==> config.mk <==
export PLATFORM = sky130hd
export DESIGN_NAME = bpap_expand
export DESIGN_NICKNAME = d
export VERILOG_FILES = /design/src/rtl/bpap_pkg.sv /design/src/rtl/bpap_expand.sv
export SDC_FILE = /design/constraint.sdc
export NUM_CORES = 1
export LEC_CHECK = 0
export ABC_AREA = 1
export ABC_CLOCK_PERIOD_IN_PS = 3400
export BUFFER_PORTS_ARGS = -buffer_cell sky130_fd_sc_hd__buf_2
export CAP_MARGIN = 10
export CORE_ASPECT_RATIO = 1.75
export CORE_MARGIN = 3
export CORE_UTILIZATION = 25
export CTS_BUF_LIST = sky130_fd_sc_hd__clkbuf_4
export DETAILED_ROUTE_END_ITERATION = 6
export HOLD_SLACK_MARGIN = 0.02
export PLACE_DENSITY = 0.46
export SLEW_MARGIN = 5
export SYNTH_ARGS = -nofsm -noshare
export SYNTH_HDL_FRONTEND = slang
export SYNTH_SLANG_ARGS = --single-unit
==> constraint.sdc <==
create_clock -name clk_i -period 3.4 [get_ports clk_i]
set_input_delay 0.68 -clock clk_i [delete_from_list [all_inputs] [get_ports clk_i]]
set_output_delay 0.68 -clock clk_i [all_outputs]
set_load 0.02 [all_outputs]
==> src/rtl/bpap_pkg.sv <==
// ----------------------------------------------------------------------------
// bpap_pkg
// Shared types and constants for the Bezier anti-aliased point plotter.
// ----------------------------------------------------------------------------
package bpap_pkg;

  localparam int FRAME_WIDTH  = 1024;
  localparam int FRAME_HEIGHT = 1024;
  localparam int T_FRAC_BITS  = 16;

  localparam int COORD_W   = 10;
  localparam int PARAM_W   = 16;
  localparam int INT_W     = 8;
  localparam int CFG_IDX_W = 3;
  localparam int DSQ_W     = 35;  // squared distance, 32 fraction bits
  localparam int NORM_FRAC = 32;
  localparam int LIM_W     = DSQ_W + 16;
  localparam int SQ_W      = 16;  // k^2 for k < 256

  typedef enum logic [CFG_IDX_W-1:0] {
    REG_P0_X, REG_P0_Y, REG_P1_X, REG_P1_Y,
    REG_P2_X, REG_P2_Y, REG_P3_X, REG_P3_Y
  } cfg_reg_e;

  typedef struct packed {
    logic [3:0][COORD_W-1:0] x;
    logic [3:0][COORD_W-1:0] y;
  } ctrl_pts_t;

  typedef struct packed {
    logic [COORD_W-1:0] row;
    logic [COORD_W-1:0] col;
    logic signed [1:0]  dr;
    logic signed [1:0]  dc;
    logic               last;
  } pix_tag_t;

endpackage

==> src/rtl/bpap_expand.sv <==
// ----------------------------------------------------------------------------
// bpap_expand
// Walks the 2x2 neighborhood of one point, one slot per cycle unless the output stalls, rows outer.
// ----------------------------------------------------------------------------
module bpap_expand #(
  parameter int T_FRAC_BITS = bpap_pkg::T_FRAC_BITS
) (
  input  logic                         clk_i,
  input  logic                         rst_ni,
  input  logic                         in_valid_i,
  output logic                         in_ready_o,
  input  logic [bpap_pkg::COORD_W-1:0] row_i,
  input  logic [bpap_pkg::COORD_W-1:0] col_i,
  input  logic [T_FRAC_BITS-1:0]       fy_i,
  input  logic [T_FRAC_BITS-1:0]       fx_i,
  input  logic                         off_y_i,
  input  logic                         off_x_i,
  input  logic [3:0]                   mask_i,
  output logic                         out_valid_o,
  input  logic                         out_ready_i,
  output bpap_pkg::pix_tag_t           tag_o,
  output logic [T_FRAC_BITS-1:0]       fy_o,
  output logic [T_FRAC_BITS-1:0]       fx_o
);

  logic busy_q;
  logic [1:0] slot_q;
  logic [bpap_pkg::COORD_W-1:0] row_q, col_q;
  logic [T_FRAC_BITS-1:0] fy_q, fx_q;
  logic off_y_q, off_x_q;
  logic [3:0] mask_q, above;
  logic adv, done, take;

  assign adv  = busy_q && (!mask_q[slot_q] || out_ready_i);
  assign done = adv && (slot_q == 2'd3);
  assign in_ready_o = !busy_q || done;
  assign take = in_valid_i && in_ready_o;

  always_ff @(posedge clk_i or negedge rst_ni) begin
    if (!rst_ni) begin
      busy_q <= 1'b0;
      slot_q <= 2'd0;
    end else if (take) begin
      busy_q <= (mask_i != 4'd0);
      slot_q <= 2'd0;
    end else if (adv) begin
      slot_q <= slot_q + 2'd1;
      if (done) busy_q <= 1'b0;
    end
  end

  always_ff @(posedge clk_i) begin
    if (take) begin
      row_q   <= row_i;
      col_q   <= col_i;
      fy_q    <= fy_i;
      fx_q    <= fx_i;
      off_y_q <= off_y_i;
      off_x_q <= off_x_i;
      mask_q  <= mask_i;
    end
  end

  always_comb begin
    above = mask_q >> slot_q;
    tag_o.row  = row_q - bpap_pkg::COORD_W'(off_y_q) + bpap_pkg::COORD_W'(slot_q[1]);
    tag_o.col  = col_q - bpap_pkg::COORD_W'(off_x_q) + bpap_pkg::COORD_W'(slot_q[0]);
    tag_o.dr   = $signed({1'b0, slot_q[1]}) - $signed({1'b0, off_y_q});
    tag_o.dc   = $signed({1'b0, slot_q[0]}) - $signed({1'b0, off_x_q});
    tag_o.last = (above[3:1] == 3'd0);
  end

  assign out_valid_o = busy_q && mask_q[slot_q];
  assign fy_o = fy_q;
  assign fx_o = fx_q;

endmodule

==> Word-level counts from Yosys, hierarchy flattened <==
Index checks and enable logic that the tools add are counted.
{ "op_classes": {"shifts": 1, "add_sub_neg": 7, "n_eq_ne": 1, "muxes": 7, "n_lt_le_gt_ge": 1, "n_reduce_logical": 13} }
{ "op_table": {"columns": ["cell", "count"], "rows": [
  ["$add 10x1->10", 2],
  ["$sub 10x1->10", 2],
  ["$logic_and 1x1->1", 4],
  ["$mux 1", 4],
  ["$mux 2", 2],
  ["$reduce_bool 2->1", 2],
  ["$reduce_bool 4->1", 1],
  ["$shr 4x2->4", 1],
  ["$sub 1x1->2", 2],
  ["$logic_not 3->1", 1],
  ["$lt 2x3->1 const B", 1],
  ["$add 2x1->2 const B", 1],
  ["$bmux 1 s2", 1],
  ["$eq 2x2->1 const B", 1],
  ["$logic_not 1->1", 2],
  ["$logic_or 1x1->1", 2],
  ["$reduce_and 2->1", 1]
]} }
{ "totals": {"ff_bits": 61, "out_inout_bits": 59, "elab_cells": 39} }

==> Longest topological paths before layout <==
{ "logic_depth": {"ltp_word": 10, "depth_mapped": 11} }

==> Least setup slack after synthesis <==
Ideal clock, no wire load.
{ "synth_path": {"path_kind": "input to register", "from": "in out_ready_i", "to": "reg col_q[0] (netlist bit) (enable)", "setup_ns": 0.437, "t_required_ns": 2.963, "path_slack_ns": 0.362, "path_stages": 4, "arrival_time_ns": 2.601, "cell_sequence": "inv_1 nand3_4 nand2_2 a21oi_2"} }
{ "synth_via": {"elab_chain_len": 5} }
{ "synth_rtl": {"columns": ["item", "line_no", "source"], "rows": [
  ["start, declared", "bpap_expand.sv:20", "input logic out_ready_i,"],
  ["$logic_or 1x1->1", "bpap_expand.sv:34", "assign adv = busy_q && (!mask_q[slot_q] || out_ready_i);"],
  ["$logic_and 1x1->1", "bpap_expand.sv:34", null],
  ["$logic_and 1x1->1", "bpap_expand.sv:35", "assign done = adv && (slot_q == 2'd3);"],
  ["$logic_or 1x1->1", "bpap_expand.sv:36", "assign in_ready_o = !busy_q || done;"],
  ["$logic_and 1x1->1", "bpap_expand.sv:37", "assign take = in_valid_i && in_ready_o;"],
  ["via take", "bpap_expand.sv:32", "logic adv, done, take;"],
  ["end signal, assigned", "bpap_expand.sv:55", "col_q <= col_i;"],
  ["end, declared", "bpap_expand.sv:28", "logic [bpap_pkg::COORD_W-1:0] row_q, col_q;"]
]} }
The timed path passes the listed nets, and every way through them passes these cells.
A chain may end at the register's enable or synchronous reset.

==> reports/qor.txt <==
Worst R2R Path Depth: 7
First-pass GRT wire length: 10690 um
Syn_nets: 357
R2r setup slk: 1.37 ns
Starting Density: 25.80%
Hold Path Depth: 1
Worst-skew pair later-pin latency: 0.42 ns
Post-synth cell types: 24
Clk slew on worst S/H paths: 0.12 ns
Leakage: 1.950 nW
Post-synth top area cell: edfxtp_1
Post-Syn Instances: 270
PwrDens: 808.9 mW/mm2
Top-area cell type share of the netlist area: 57.64%
Hold Vio Cnt, Final: 0
Max-cap violation count: 0
Gpl congestion: 0.8346
Crit path buffers/inverters: 3
Final Critical Period: 3.140 ns
Crit path max-delay family: adder cells
Mapped Area: 0.003022 mm2
Sequential share of power: 34.0%
Fmax: 318.5 MHz
Initial antenna violation count: 1
NetSw: 0.001392 W
Final Setup Violations: 0
Worst-path fanout max: 3
Avg WL per Cell: 12.65 um
Synth area leaders: edfxtp_1, ha_1, inv_1, nand2_1, xor2_1
Ports: 121
Remaining global-route overflow: 0
Pins Over Slew Limit: 0
Largest stage delay on the critical path: 0.41 ns
P&R area growth vs syn: 32.46%
Die width: 89.11 um
Mean area per synthesized cell: 11.19 um2
Status: finished clean
Setup CP Type: reg -> out
Vias in the first global route: 2365
Avg Vias per Cell: 4.239
Root buffer cell: clkbuf_4
Rows: 52
Ys Warns: 0
CP required: 2.72 ns
# clock sinks: 61
Switch share: 42.98%
DRT Wirelength: 6882 um
Synth Register Bits: 61
Core Area: 0.01171 mm2
Int Power: 0.001846 W
Antenna-violating nets left: 0
Die area: 0.01349 mm2
Register area share after synthesis: 60.12%
CP endpoint kind: primary output
Final cell count without fillers: 544
Peak VDD IR: 0.2887 mV
1st-pass router iterations: 4
Worst-case clock buffer depth: 2
Total stage count of the critical path: 11
Crit share post-route: 92.36%
DR DRC count: 0
Logic pwr share: 47.7%
Pin count of the biggest net entering global routing: 52
Placed Cells: 526
Clk_skew: 0.01761 ns
TNS Setup: 0 ns
Crit path cell chain: ha_1 -> inv_1 -> ha_1 -> inv_1 -> fa_1 -> o21ai_2 -> nand3_1 -> nand2_1 -> nand2_1 -> nand2_1 -> buf_2
Count of input and output buffers: 120
Post-DP HPWL: 5631 um
RSZ-0062 raised after global routing: false
GRT Total Usage: 10.71%
Inserted Clock Buffers: 9
Nets: 490
Crit path launch type: flop
Rel. slew slack: 74.77%
Hold/Removal Path Class: in -> reg
Max H-tree Level: 3
Endpoint arrival time on the critical path: 2.46 ns
Cell mode on critical path: nand2_1
CTS tree: built
Die Height: 151.4 um
Clock power share: 18.4%
Slowest cell on crit path: edfxtp_1
DRT iter0 DRCs: 24
Worst slew pin tran: 0.3776 ns
Via Count: 2306
Share of cells above drive strength 1: 36.52%
## Yosys cell counts
cell type / instances
a21oi_1: 12
o21ai_0: 7
a21boi_0: 1
nand2_1: 54
and3_2: 1
o21ai_1: 1
ha_1: 23
edfxtp_1: 58
dfrtp_1: 3
nand3_4: 1
nand4_1: 5
nor2_1: 6
o21bai_1: 3
fa_1: 2
xor2_1: 10
a21o_1: 1
inv_2: 1
nor4_1: 1
nand3_1: 14
a21oi_2: 1
xnor2_1: 3
nand3_2: 2
inv_1: 56
nand2_2: 4
## stage by stage
step                setup WS [ns]  power (W)  hold slack [ns]  instance area (um2)  utilization (%)
floorplan                  0.3618   0.002184           0.3844                 3022                -
global placement           0.5944   0.002687           0.4870                 3819            32.61
detailed placement         0.5636   0.002698           0.4847                 3819            32.61
CTS                       0.06777   0.003316           0.3755                 3994            34.10
global route             0.009803   0.003502           0.3702                 4003            34.18
finish                     0.2598   0.003238           0.4240                 4003            34.18
## routing by layer
metal  part of all wire [%]  track usage, %  vias to the layer above
li1                       -               -                     1170
met1                     35           10.37                     1037
met2                     54           18.39                       78
met3                    6.8           3.702                       21
met4                    4.4           7.452                        0
met5                      0               0                        -
## worst register-to-register path, stage by stage (launching register included)
cell	delay, ns
dfrtp_1	0.54
inv_2	0.12
nand2_2	0.08
nand3_2	0.09
nand3_4	0.11
nand2_2	0.08
a21oi_4	0.34
buf_12	0.30
## placed cells by master, fill, tap and decap left out, drive strengths merged, types with 3 or more instances in the layout
cell type,instances
a21oi,13
buf,121
clkbuf,9
dfrtp,3
edfxtp,58
ha,23
inv,59
nand2,58
nand3,17
nand4,5
nor2,6
o21ai,8
o21bai,3
xnor2,3
xor2,10
## final timing paths
check / start / endpoint
setup / recovery: off_x_q$_DFFE_PP_ / tag_o[13]
max in group asynchronous: rst_ni / slot_q[1]$_DFFE_PN0P_
hold reg to reg: busy_q$_DFFE_PN0P_ / busy_q$_DFFE_PN0P_
hold / removal: fy_i[12] / fy_o[12]$_DFFE_PP_
min in group asynchronous: rst_ni / slot_q[0]$_DFFE_PN0P_
setup reg to reg: slot_q[0]$_DFFE_PN0P_ / col_q[5]$_DFFE_PP_
## cell families after synthesis
family / share of synthesized area (%)
compound gates: 4.845
xor+xnor: 3.768
fa+ha+maj: 10.85
buf+inv: 7.081
flops: 60.12
simple gates: 13.33
## cell type report
type / count / area [um2]
Fill cell: 1261 / 7709
Sequential cell: 61 / 1817
Multi-Input combinational cell: 152 / 1005
Timing Repair Buffer: 122 / 630.6
Inverter: 57 / 214.0
Tap cell: 135 / 168.9
Clock inverter: 7 / 97.59
Clock buffer: 9 / 67.56
Antenna cell: 1 / 2.502
## sequential cells by signal, indices dropped and copies added, names as in the netlist
signal and flops:
row_q 10, off_y_q 1, fx_o 16, slot_q 2
fy_o 16, col_q 10, mask_q 4, off_x_q 1
busy_q 1
## what timing repair did
action	4_1_cts	5_1_grt
hold buffers	1	0
endpoints found under the setup margin	0	3
buffers inserted	0	0
gates resized for setup	0	2
endpoints found under the hold margin	3	0
## power by group through the flow
stage | registers (W) | logic [W] | clock network, W
final | 0.00110 | 0.00154 | 0.000594
after floorplan | 0.00120 | 0.000981 | 0
after global routing | 0.00112 | 0.00173 | 0.000651
after CTS | 0.00111 | 0.00158 | 0.000629
after detailed placement | 0.00112 | 0.00158 | 0
after global placement | 0.00112 | 0.00157 | 0
No activity file was read; power rests on OpenSTA's default activity.
